File: src/rtl/tcw_pkg.sv
// ---------------------------------------------------------------------------
// tcw_pkg
// shared constants and types of the text console character writer
// ---------------------------------------------------------------------------
package tcw_pkg;

    // screen geometry
    localparam int COLUMNS    = 80;
    localparam int ROWS       = 25;
    localparam int CELL_COUNT = ROWS * COLUMNS;

    localparam int ADDR_W = $clog2(CELL_COUNT);
    localparam int ROW_W  = $clog2(ROWS);
    localparam int COL_W  = $clog2(COLUMNS);

    // port field widths
    localparam int MODE_W      = 1;
    localparam int CHAR_W      = 8;
    localparam int INDEX_W     = 11;
    localparam int START_W     = 11;
    localparam int ATTR_W      = 8;
    localparam int ROW_OUT_W   = 5;
    localparam int COL_OUT_W   = 7;
    localparam int POS_OUT_W   = 11;
    localparam int CELL_W      = 16;
    localparam int CFG_INDEX_W = 1;
    localparam int CFG_DATA_W  = 11;

    // character codes
    localparam logic [CHAR_W-1:0] CHAR_CR    = 8'd13;
    localparam logic [CHAR_W-1:0] CHAR_LF    = 8'd10;
    localparam logic [CHAR_W-1:0] CHAR_SPACE = 8'h20;
    localparam logic [ATTR_W-1:0] RESET_ATTR = 8'h07;

    localparam logic [CELL_W-1:0] BLANK_CELL = {RESET_ATTR, CHAR_SPACE};

    localparam logic [MODE_W-1:0] MODE_WRITE = 1'b0;
    localparam logic [MODE_W-1:0] MODE_READ  = 1'b1;

    // register indexes
    localparam logic [CFG_INDEX_W-1:0] REG_START_POSITION = 1'b0;
    localparam logic [CFG_INDEX_W-1:0] REG_TEXT_ATTRIBUTE = 1'b1;

    // cursor landmarks
    localparam logic [ADDR_W-1:0] LAST_ROW_BASE = ADDR_W'(CELL_COUNT - COLUMNS);
    localparam logic [ADDR_W-1:0] LAST_CELL     = ADDR_W'(CELL_COUNT - 1);
    localparam logic [ADDR_W-1:0] COL_STEP      = ADDR_W'(COLUMNS);
    localparam logic [ROW_W-1:0]  LAST_ROW      = ROW_W'(ROWS - 1);
    localparam logic [COL_W-1:0]  LAST_COL      = COL_W'(COLUMNS - 1);

    typedef enum logic [1:0] {
        OP_READ,
        OP_CR,
        OP_LF,
        OP_CHAR
    } op_t;

    // classified command between front and back
    typedef struct packed {
        op_t               op;
        logic [CHAR_W-1:0] char_code;
        logic [ADDR_W-1:0] addr;
        logic              in_range;
    } cmd_t;

    // command queue status
    typedef struct packed {
        logic full;
        logic empty;
    } q_stat_t;

endpackage

File: src/rtl/tcw_queue.sv
// ---------------------------------------------------------------------------
// tcw_queue
// two-entry command queue between front and back
// ---------------------------------------------------------------------------
module tcw_queue import tcw_pkg::*;
(
    input  logic    clk,
    input  logic    rst_n,
    input  logic    push,
    input  cmd_t    push_cmd,
    input  logic    pop,
    output cmd_t    pop_cmd,
    output q_stat_t stat
);

    cmd_t       entries_reg [2];
    logic       wr_ptr_reg;
    logic       wr_ptr_next;
    logic       rd_ptr_reg;
    logic       rd_ptr_next;
    logic [1:0] count_reg;
    logic [1:0] count_next;
    logic       push_ok;
    logic       pop_ok;

    assign stat.full  = (count_reg == 2'd2);
    assign stat.empty = (count_reg == 2'd0);
    assign push_ok    = push && !stat.full;
    assign pop_ok     = pop && !stat.empty;
    assign pop_cmd    = entries_reg[rd_ptr_reg];

    always_comb
    begin
        wr_ptr_next = push_ok ? !wr_ptr_reg : wr_ptr_reg;
        rd_ptr_next = pop_ok ? !rd_ptr_reg : rd_ptr_reg;
        count_next  = count_reg + 2'(push_ok) - 2'(pop_ok);
    end

    always_ff @(posedge clk or negedge rst_n)
    begin
        if (!rst_n)
        begin
            wr_ptr_reg <= 1'b0;
            rd_ptr_reg <= 1'b0;
            count_reg  <= 2'd0;
        end
        else
        begin
            wr_ptr_reg <= wr_ptr_next;
            rd_ptr_reg <= rd_ptr_next;
            count_reg  <= count_next;
        end
    end

    always_ff @(posedge clk)
    begin
        if (push_ok)
        begin
            entries_reg[wr_ptr_reg] <= push_cmd;
        end
    end

endmodule

File: config.mk
export PLATFORM = sky130hd
export DESIGN_NAME = tcw_queue
export DESIGN_NICKNAME = d
export VERILOG_FILES = /design/src/rtl/tcw_pkg.sv /design/src/rtl/tcw_queue.sv
export SDC_FILE = /design/constraint.sdc
export NUM_CORES = 1
export LEC_CHECK = 0
export BUFFER_PORTS_ARGS = -buffer_cell sky130_fd_sc_hd__buf_2
export CAP_MARGIN = 30
export CORE_UTILIZATION = 30
export DETAILED_ROUTE_END_ITERATION = 7
export PLACE_DENSITY = 0.47
export SETUP_SLACK_MARGIN = 0.2
export SYNTH_ARGS = -nofsm -noshare
export SYNTH_HDL_FRONTEND = slang
export SYNTH_SLANG_ARGS = --single-unit
File: constraint.sdc
create_clock -name clk -period 5.2 [get_ports clk]
set_input_delay 0.78 -clock clk [delete_from_list [all_inputs] [get_ports clk]]
set_output_delay 0.78 -clock clk [all_outputs]
set_load 0.05 [all_outputs]
# Word-level counts from Yosys, hierarchy flattened
# Memory sizes are Yosys's and may differ from the RTL's.
# Cells that the tools add are included.
# Widths: inputs -> output; s select.
# word_totals
reg_bits	4
mem_bits_rw	44
input_bits	26
output_inout_bits	24
word_cells	16
n_memories	1
# op_classes
n_addsub	2
n_eq_ne	1
n_mux	2
reduce_logical	7
# mem_list
memory	words	width	read_ports	rd_clocked_by_memory_dff	wr	line	source
entries_reg	2	22	1	0	1	tcw_queue.sv:16	cmd_t entries_reg [2];
# ops
operator	n
$logic_not 1->1	4
$add 2x1->2	1
$eq 2x2->1 const B	1
$logic_and 1x1->1	2
$logic_not 2->1	1
$mux 1	2
$sub 2x1->2	1

# Depth between registers and ports, before layout
# logic_depth
ltp_word	5
ltp_mapped	7
depth_no_buf	7

# Worst setup path after synthesis
# Ideal clock, no wire load.
# synth_path
kind	input to register
start	input push
end	memory entries_reg[0][0] (netlist bit), enable pin
setup_time_ns	0.401
arrival_ns	1.816
required_ns	4.799
path_slack_ns	2.983
stages	2
n_path_buf	0
path_cell_list	nand2_1 nor2_1
# synth_via
elab_chain_len	3
# synth_rtl
item	line	source
from (decl)	tcw_queue.sv:9	input logic push,
$logic_and 1x1->1	tcw_queue.sv:28	assign push_ok = push && !stat.full;
$mux 1	tcw_queue.sv:57	if (push_ok)
$mux 1 (not written as such)	tcw_queue.sv:59	entries_reg[wr_ptr_reg] <= push_cmd;
to (decl)	tcw_queue.sv:16	
# No other way between the ends.

==> flow_summary.yaml <==
logic_synthesis:
  ys_types: 13
  yosys_warnings: 0
  synth_top_area_share_pct: 73.7
  syn_avg_cell_area_sq_um: 20.8
  synth.area.top_cells: "edfxtp_1, mux2_2, dfrtp_1, xnor2_1, ha_1"
  synth_area_sq_mm: 0.00179
  synth_top_area_cell: "edfxtp_1"
  syn_nets: 114
  synth.yosys.seq_area_share_pct: 79.3
  synth.ff_latch_count: 48
  synth_cells: 86
sta:
  fmax_mhz: 403
  worst_pin_slew_ns: 0.623
  rsz0062_at_grt: "false"
  fin_crit_ns: 2.48
  finalMaxSlewViolations: 0
  hold_violations: 0
  fin_crit_sh_pct: 47.8
  max_slew_margin_pct: 58.5
  finClkSkew_ns: 0.00357
  setup_tns_ns: 0
  setup_viol: 0
worst_hold_path:
  hold_class: "in2async"
clock_network:
  cts-root-buf: "clkbuf_8"
  postCtsResizedCells: 0
  cts_setup_buffers: 0
  cts_buffer_depth: 2
  cts-hold-fix-buffers: 0
  cts_tree: "yes"
  clkSlewWorstSetupHoldPaths_ns: 0.08
  cts_max_level: 2
  cts_buffers: 5
  worstSkewPairLatency_ns: 0.29
  cts_sinks: 48
setup_path:
  crit_family: "flip-flops"
  crit_path_start_kind: "flop"
  critical_path.endpoint_type: "output pin"
  critPathMaxFanout: 16
  crit_type: "reg2out"
  crit_path_top_delay_cell: "dfrtp_1"
  reg2regPathDepth: 4
  crit_buf_inv: 2
  cpPeakStageDelay_ns: 0.63
  path_cells: "buf_16 > mux2_2 > buf_2"
  critPathRequiredTime_ns: 4.42
  worstPathArrival_ns: 1.70
  cp.depth: 3
layout:
  num-nets-final: 171
  n_fill_cell: 532
  area_growth_pct: 26.7
  layout_commonest_cell: "buf_2"
  num_antenna_cells: 0
  final_util_pct: 40.3
  drive_gt1_share_pct: 56.9
  layout_common_cells: "buf_2, edfxtp_1, mux2_2"
  largest_reg_flops: 44
place:
  dp_hpwl_microns: 2090
  gp_congestion: 0.639
  port_buffers: 49
die:
  die-height_microns: 79.3
  core_area_sq_mm: 0.00564
  pin_count: 50
  initial_core_util_pct: 31.8
  dieArea_sq_mm: 0.00629
  rows: 27
  die_w_microns: 79.3
route:
  ant_nets: 0
  drtPass1Iterations: 3
  drcViolationCount: 0
  drt-wirelength-per-cell_microns: 13.4
  vias: 916
  routed_wl_microns: 2900
  first_iter_violations: 38
  via_per_inst: 4.24
grt:
  grt_usage_pct: 10.1
  busiest_layer: "met2"
  grt_pass1_wl_microns: 4620
  antenna_found_initial: 0
  grt_max_degree: 17
  use_met2_pct: 17.5
  grt_overflow: 0
  first_global_vias: 1016
  use_met1_pct: 11.3
  use_met3_pct: 3.56
power_and_ir_drop:
  ir_worst_vdd_mv: 0.359
  p_per_area_mw_per_mm2: 655
  leakagePower_uw: 0.000874
run_status:
  outcome: "completed"
run:
  max_cap_violations: 0
worst register-to-register path: stages (launching register included):
cell and delay (ns):
dfrtp_1 0.42, nand2b_1 0.12, nand2_1 0.13, nor2_2 0.48, buf_8 0.24
metrics by stage:
step / std cells / cell area, sq um / power, uW / hold WS (ns) / setup slack [ns]
global placement: 205 / 2110 / 1200 / 0.482 / 2.75
floorplan: 86 / 1790 / 1090 / 0.461 / 2.98
CTS: 216 / 2270 / 1500 / 0.275 / 2.69
finish: 216 / 2270 / 1490 / 0.277 / 2.72
detailed placement: 208 / 2160 / 1250 / 0.512 / 3.02
global route: 216 / 2270 / 1560 / 0.267 / 2.63
synthesized netlist by cell type:
cell      instances
and3_1            1
nand2_1           1
nand2b_1          1
nor2b_2           1
dfrtp_1           4
inv_1             2
mux2_2           22
buf_6             2
nor2_1            2
xnor2_1           3
ha_1              2
edfxtp_1         44
xor2_1            1
metal layers:
layer  part of all wire (%)  up-vias
li1                       -      440
met1                     42      435
met2                     51       36
met3                    6.6        5
met4                    1.0        0
met5                      0        -
kinds of logic after synthesis:
logic type               after synthesis  synth area share [%]
flip-flops                            48                  79.3
adder cells (fa/ha/maj)                2                  1.40
AND/OR/NAND/NOR                        6                  1.82
multiplexers                          22                  13.8
XOR/XNOR                               4                  1.96
buffers and inverters                  4                  1.68
worst paths after layout:
path	from	end	slack, ns
min in group clk	wr_ptr_reg	wr_ptr_reg	0.52
setup / recovery	rd_ptr_reg	pop_cmd[5]	2.72
hold / removal	rst_n	rd_ptr_reg	0.28
max in group asynchronous	rst_n	count_reg[1]	4.80
setup reg to reg	count_reg[1]	entries_reg[0][10]	3.53
hold reg to reg	wr_ptr_reg	wr_ptr_reg	0.52
area by class of cell:
class	instances	area (sq um)	share of cell area, %
flip-flops and latches	48	1420	62.6
multi-input cells	34	343	15.1
repair buffers	52	303	13.3
well taps	72	90.1	3.97
clock buffers	5	68.8	3.03
clock inverters	3	37.5	1.65
inverters	2	7.51	0.331
power by group:
part           total (uW)  switching (uW)  leakage, uW  internal [uW]
Combinational         661             455     0.000366            206
Clock                 253             113    0.0000532            140
Sequential            573            42.6     0.000455            531
No activity file was read; power rests on OpenSTA's default activity.
