## src/rtl/tcw_pkg.sv

```systemverilog
// ---------------------------------------------------------------------------
// tcw_pkg
// shared constants and types of the text console character writer
// ---------------------------------------------------------------------------
package tcw_pkg;

    // screen geometry
    localparam int COLUMNS    = 80;
    localparam int ROWS       = 25;
    localparam int CELL_COUNT = ROWS * COLUMNS;

    localparam int ADDR_W = $clog2(CELL_COUNT);
    localparam int ROW_W  = $clog2(ROWS);
    localparam int COL_W  = $clog2(COLUMNS);

    // port field widths
    localparam int MODE_W      = 1;
    localparam int CHAR_W      = 8;
    localparam int INDEX_W     = 11;
    localparam int START_W     = 11;
    localparam int ATTR_W      = 8;
    localparam int ROW_OUT_W   = 5;
    localparam int COL_OUT_W   = 7;
    localparam int POS_OUT_W   = 11;
    localparam int CELL_W      = 16;
    localparam int CFG_INDEX_W = 1;
    localparam int CFG_DATA_W  = 11;

    // character codes
    localparam logic [CHAR_W-1:0] CHAR_CR    = 8'd13;
    localparam logic [CHAR_W-1:0] CHAR_LF    = 8'd10;
    localparam logic [CHAR_W-1:0] CHAR_SPACE = 8'h20;
    localparam logic [ATTR_W-1:0] RESET_ATTR = 8'h07;

    localparam logic [CELL_W-1:0] BLANK_CELL = {RESET_ATTR, CHAR_SPACE};

    localparam logic [MODE_W-1:0] MODE_WRITE = 1'b0;
    localparam logic [MODE_W-1:0] MODE_READ  = 1'b1;

    // register indexes
    localparam logic [CFG_INDEX_W-1:0] REG_START_POSITION = 1'b0;
    localparam logic [CFG_INDEX_W-1:0] REG_TEXT_ATTRIBUTE = 1'b1;

    // cursor landmarks
    localparam logic [ADDR_W-1:0] LAST_ROW_BASE = ADDR_W'(CELL_COUNT - COLUMNS);
    localparam logic [ADDR_W-1:0] LAST_CELL     = ADDR_W'(CELL_COUNT - 1);
    localparam logic [ADDR_W-1:0] COL_STEP      = ADDR_W'(COLUMNS);
    localparam logic [ROW_W-1:0]  LAST_ROW      = ROW_W'(ROWS - 1);
    localparam logic [COL_W-1:0]  LAST_COL      = COL_W'(COLUMNS - 1);

    typedef enum logic [1:0] {
        OP_READ,
        OP_CR,
        OP_LF,
        OP_CHAR
    } op_t;

    // classified command between front and back
    typedef struct packed {
        op_t               op;
        logic [CHAR_W-1:0] char_code;
        logic [ADDR_W-1:0] addr;
        logic              in_range;
    } cmd_t;

    // command queue status
    typedef struct packed {
        logic full;
        logic empty;
    } q_stat_t;

endpackage

```

## src/rtl/tcw_if.sv

```systemverilog
// ---------------------------------------------------------------------------
// tcw_if
// valid/ready channels of the text console character writer
// ---------------------------------------------------------------------------
interface tcw_item_if import tcw_pkg::*; ();
    logic                 valid;
    logic                 ready;
    logic [MODE_W-1:0]    mode;
    logic [CHAR_W-1:0]    char_code;
    logic [INDEX_W-1:0]   cell_index;

    modport source (output valid, output mode, output char_code, output cell_index,
                    input ready);
    modport sink   (input valid, input mode, input char_code, input cell_index,
                    output ready);
endinterface


```

## src/rtl/tcw_front.sv

```systemverilog
// ---------------------------------------------------------------------------
// tcw_front
// accepts input words and classifies them into queue commands
// ---------------------------------------------------------------------------
module tcw_front import tcw_pkg::*;
(
    tcw_item_if.sink item,
    input  q_stat_t  q_stat,
    input  logic     clear_busy,
    output logic     push,
    output cmd_t     push_cmd
);

    logic in_range;

    // hold off while the screen is being cleared after reset
    assign item.ready = !q_stat.full && !clear_busy;
    assign push       = item.valid && item.ready;

    assign in_range = (32'(item.cell_index) < CELL_COUNT);

    always_comb
    begin
        push_cmd.char_code = item.char_code;
        push_cmd.in_range  = in_range;
        push_cmd.addr      = in_range ? ADDR_W'(item.cell_index) : '0;
        if (item.mode == MODE_READ)
        begin
            push_cmd.op = OP_READ;
        end
        else
        begin
            unique case (item.char_code)
                CHAR_CR: push_cmd.op = OP_CR;
                CHAR_LF: push_cmd.op = OP_LF;
                default: push_cmd.op = OP_CHAR;
            endcase
        end
    end

endmodule

```

## src/flat_wrapper.sv

```systemverilog
// flat-port wrapper written by rule: the top's interface ports become plain ports
module tcw_front_flat import tcw_pkg::*;
  (q_stat, clear_busy, push, push_cmd, item_valid, item_mode, item_char_code, item_cell_index, item_ready);
  tcw_item_if item_i ();
  input  q_stat_t q_stat;
  input  logic clear_busy;
  output logic push;
  output cmd_t push_cmd;
  input wire logic [$bits(item_i.valid)-1:0] item_valid;
  input wire logic [$bits(item_i.mode)-1:0] item_mode;
  input wire logic [$bits(item_i.char_code)-1:0] item_char_code;
  input wire logic [$bits(item_i.cell_index)-1:0] item_cell_index;
  output wire logic [$bits(item_i.ready)-1:0] item_ready;
  assign item_i.valid = item_valid;
  assign item_i.mode = item_mode;
  assign item_i.char_code = item_char_code;
  assign item_i.cell_index = item_cell_index;
  assign item_ready = item_i.ready;
  tcw_front u_core (.item(item_i), .q_stat(q_stat), .clear_busy(clear_busy), .push(push), .push_cmd(push_cmd));
endmodule
```

## config.mk

```make
export PLATFORM = sky130hd
export DESIGN_NAME = tcw_front_flat
export DESIGN_NICKNAME = d
export VERILOG_FILES = /design/src/rtl/tcw_pkg.sv /design/src/rtl/tcw_if.sv /design/src/rtl/tcw_front.sv /design/src/flat_wrapper.sv
export SDC_FILE = /design/constraint.sdc
export NUM_CORES = 1
export LEC_CHECK = 0
export ABC_AREA = 0
export BUFFER_PORTS_ARGS = -buffer_cell sky130_fd_sc_hd__buf_2
export CORE_AREA = 2 2 39 41
export DETAILED_ROUTE_END_ITERATION = 7
export DIE_AREA = 0 0 41 43
export GPL_TIMING_DRIVEN = 0
export PLACE_DENSITY = 0.79
export SYNTH_ARGS = -nofsm -noshare
export SYNTH_HDL_FRONTEND = slang
export SYNTH_SLANG_ARGS = --single-unit
```

## constraint.sdc

```tcl
create_clock -name vclk -period 0.8
set_input_delay 0.12 -clock vclk [all_inputs]
set_output_delay 0.12 -clock vclk [all_outputs]
set_load 0.005 [all_outputs]
```

# [Word-level counts from Yosys, hierarchy flattened]
# Index checks and enable logic that the tools add are counted.
[totals] out_inout_bits=24 input_bits=24 reg_bits=0 elab_cells=10
[classes] n_eq_ne=2 n_mux=3 magnitude_cmp=1 n_reduce_logical=4
[op_table] cell="== test 8 x 4 -> 1 bit (second input constant)" n=2
[op_table] cell="< comparator 11 bit (second input constant)" n=1
[op_table] cell="two-way mux 11 bit" n=1
[op_table] cell="one-hot mux 2 bit (2 select lines)" n=1
[op_table] cell="logical AND 1 bit" n=2
[op_table] cell="logical NOT 1 bit" n=2
[op_table] cell="two-way mux 2 bit" n=1

# [Logic depth before layout (Yosys ltp)]
[depth] ltp_word=3 ltp_mapped=4 depth_no_buf=2

# [Least setup slack after synthesis]
# No wires, ideal clock.
[synth_timing] path_type="input -> output" startpoint="input port item_cell_index[9]" endpoint="output port push_cmd[0] (netlist name)" t_required_ns=0.680 path_slack_ns=0.027 arrival_time_ns=0.653 cell_stages=4 path_buffers=2 cell_sequence="and4_4 -> buf_12 -> nand2_1 -> buf_4"
[synth_via] elab_chain_len=1
[synth_rtl] item="start: declaration" line_no="flat_wrapper.sv:12" text="input wire logic [$bits(item_i.cell_index)-1:0] item_cell_index;"
[synth_rtl] item="< comparator 11 bit" line_no="tcw_front.sv:20" text="assign in_range = (32'(item.cell_index) < CELL_COUNT);"
[synth_rtl] item="end: declaration" line_no="flat_wrapper.sv:8" text="output cmd_t push_cmd;"
# No other way between the ends.

==> qor.csv <==
stage,metric,value,unit
yosys,post-synth top area cell,a21boi_2,
yosys,Synth area leaders,"a21boi_2, buf_4, buf_12, a41oi_1, a21boi_0",
routing,Final ANT Viol Nets,0,
placement,Placer Congestion,0.661,
timing,period utilization,1.17,
yosys,YS warnings,0,
setup_path,critical path type,input port to output pin,
routing,residual DRC count,0,
power_and_ir_drop,combinational power share,1.000,
worst_hold_path,Hold Crit Class,input port to output pin,
routing,drt via density,4.53,
clocking,number of hold buffers added after cts,0,
timing,minimum clock period,0.938,ns
power_and_ir_drop,Net Switching,0.000116,W
floorplanning,# IOs,48,
yosys,Mapped Nets,56,
job,MaxCap Viol Count,0,
final_layout,fillcell total,123,
floorplanning,CORE AREA,1380,sq um
power_and_ir_drop,Pwr per Cell Area,456,nW/um^2
final_layout,area delta synth->final,134,%
setup_path,worst endpoint required time,0.68,ns
final_layout,share of cells above drive strength 1,0.926,
grt,largest net degree at the start of global routing,11,
routing,Total Routed Length,1030,um
power_and_ir_drop,leakage power,0.344,nW
final_layout,multi-input logic area,234,sq um
floorplanning,chip width,41,um
run_status,outcome,finished with violations,
final_layout,fin area,666,sq um
yosys,top post-synthesis cells by count,"a21boi_2, buf_4, nor2_1, a21boi_0, a41oi_1",
final_layout,Storage cell area,0,sq um
timing,fmax,1070,MHz
final_layout,clock buffer count,0,
routing,routed length per instance,10.6,um
timing,RSZ-0062 raised after global routing,true,
power_and_ir_drop,Reg power frac,0,
placement,"Cell Area, Placed",539,sq um
timing,Hold Fails Final Rpt,0,
timing,Slew HR,0.851,
timing,max-slew violation count,0,
floorplanning,area of the die,1760,sq um
yosys,Mapped Cells,32,
routing,drt first-iter violations,0,
grt,vias in the first global route,394,
routing,DR vias,439,
power_and_ir_drop,internal power,0.000188,W
timing,worst setup margin,-0.138,ns
placement,setup slack at placement,-0.203,ns
yosys,"Seq/Total Area, Yosys",0,
floorplanning,row count,14,
floorplanning,Die H,43,um
power_and_ir_drop,Clk pwr share,0,
power_and_ir_drop,switching share of power,0.383,
timing,final setup fails,13,
timing,setup tns final,-1.30,ns
timing,Tightest Pin Transition,0.222,ns
setup_path,crit-path max FO,5,
grt,GRT Util Overall,0.110,
grt,Congestion Overflow GR,0,
final_layout,diodes inserted,0,
yosys,synth unique cells,12,
routing,Detailed Routing Iterations Pass 1,1,
yosys,Yosys top cell area share,0.357,
final_layout,seq_cells,0,
run_status,failing checks,negative setup slack,
floorplanning,Starting Density,0.205,
power_and_ir_drop,Peak VDD IR,196,uV
setup_path,Critical Path Source Type,input port,
power_and_ir_drop,Design Power,0.000304,W
placement,I/O Buffers,47,
setup_path,kind of end point of the critical path,output pin,
yosys,Synth Cell Area,284,sq um
grt,first-pass GRT wire length,1410,um
setup_path,arrival time worst endpoint,0.82,ns
final_layout,Final #Nets,107,
yosys,Syn Area/Cell,8.88,sq um
grt,initial antenna violation count,0,
placed cells by master (no fill, tap or decap):
cell type,instances
buf_4,9
nor2_4,1
and2_1,1
a21boi_2,11
buf_16,1
a41oi_1,1
buf_6,9
a41oi_2,1
buf_12,1
and3b_1,1
nor2_1,2
buf_2,39
and4_4,1
nand2_1,1
o21a_4,1
nor4_4,1
kinds of logic after synthesis:
| kind of cell | share of synthesized area |
|---|---|
| buffers and inverters | 0.308 |
| AOI/OAI and AO/OA | 0.524 |
| and+or+nand+nor | 0.167 |
stage by stage:
step | hold slack, ns | instances | utilization
after floorplan | 0.269 | 32 | -
after CTS | 0.470 | 97 | 0.462
final | 0.467 | 97 | 0.481
after global routing | 0.493 | 97 | 0.481
after detailed placement | 0.468 | 95 | 0.390
after global placement | 0.459 | 95 | 0.390
routing by layer:
metal	wire length, um	global-route usage
met1	315	0.0823
met2	543	0.263
met3	167	0
met4	0	0
met5	0	0
timing repair:
item,4_1_cts,5_1_grt
setup buffers,2,0
pin swaps,7,2
resized for setup,15,5
cloned,1,0
setup endpoints to repair,14,14
power groups by stage:
stage,Sequential (W),Combinational [W],Clock [W]
6_report,0,0.000304,0
5_1_grt,0,0.000334,0
4_1_cts,0,0.000287,0
3_5_place_dp,0,0.000245,0
3_3_place_gp,0,0.000241,0
2_1_floorplan,0,0.000115,0
cell type report:
cell class | count | share of cell area
Buffer | 9 | 0.120
Multi-Input combinational cell | 22 | 0.352
Tap cell | 16 | 0.0301
Timing Repair Buffer | 50 | 0.498
final timing paths:
check,from,end,depth (start not counted)
hold / removal,q_stat[1],item_ready,3
setup / recovery,item_cell_index[6],push_cmd[2],5
worst max-delay path: stages:
cell and delay (ns):
buf_6 0.09, and4_4 0.21, buf_12 0.14, a21boi_2 0.13
buf_2 0.13
Note: power is estimated with default switching activity, not from simulation.
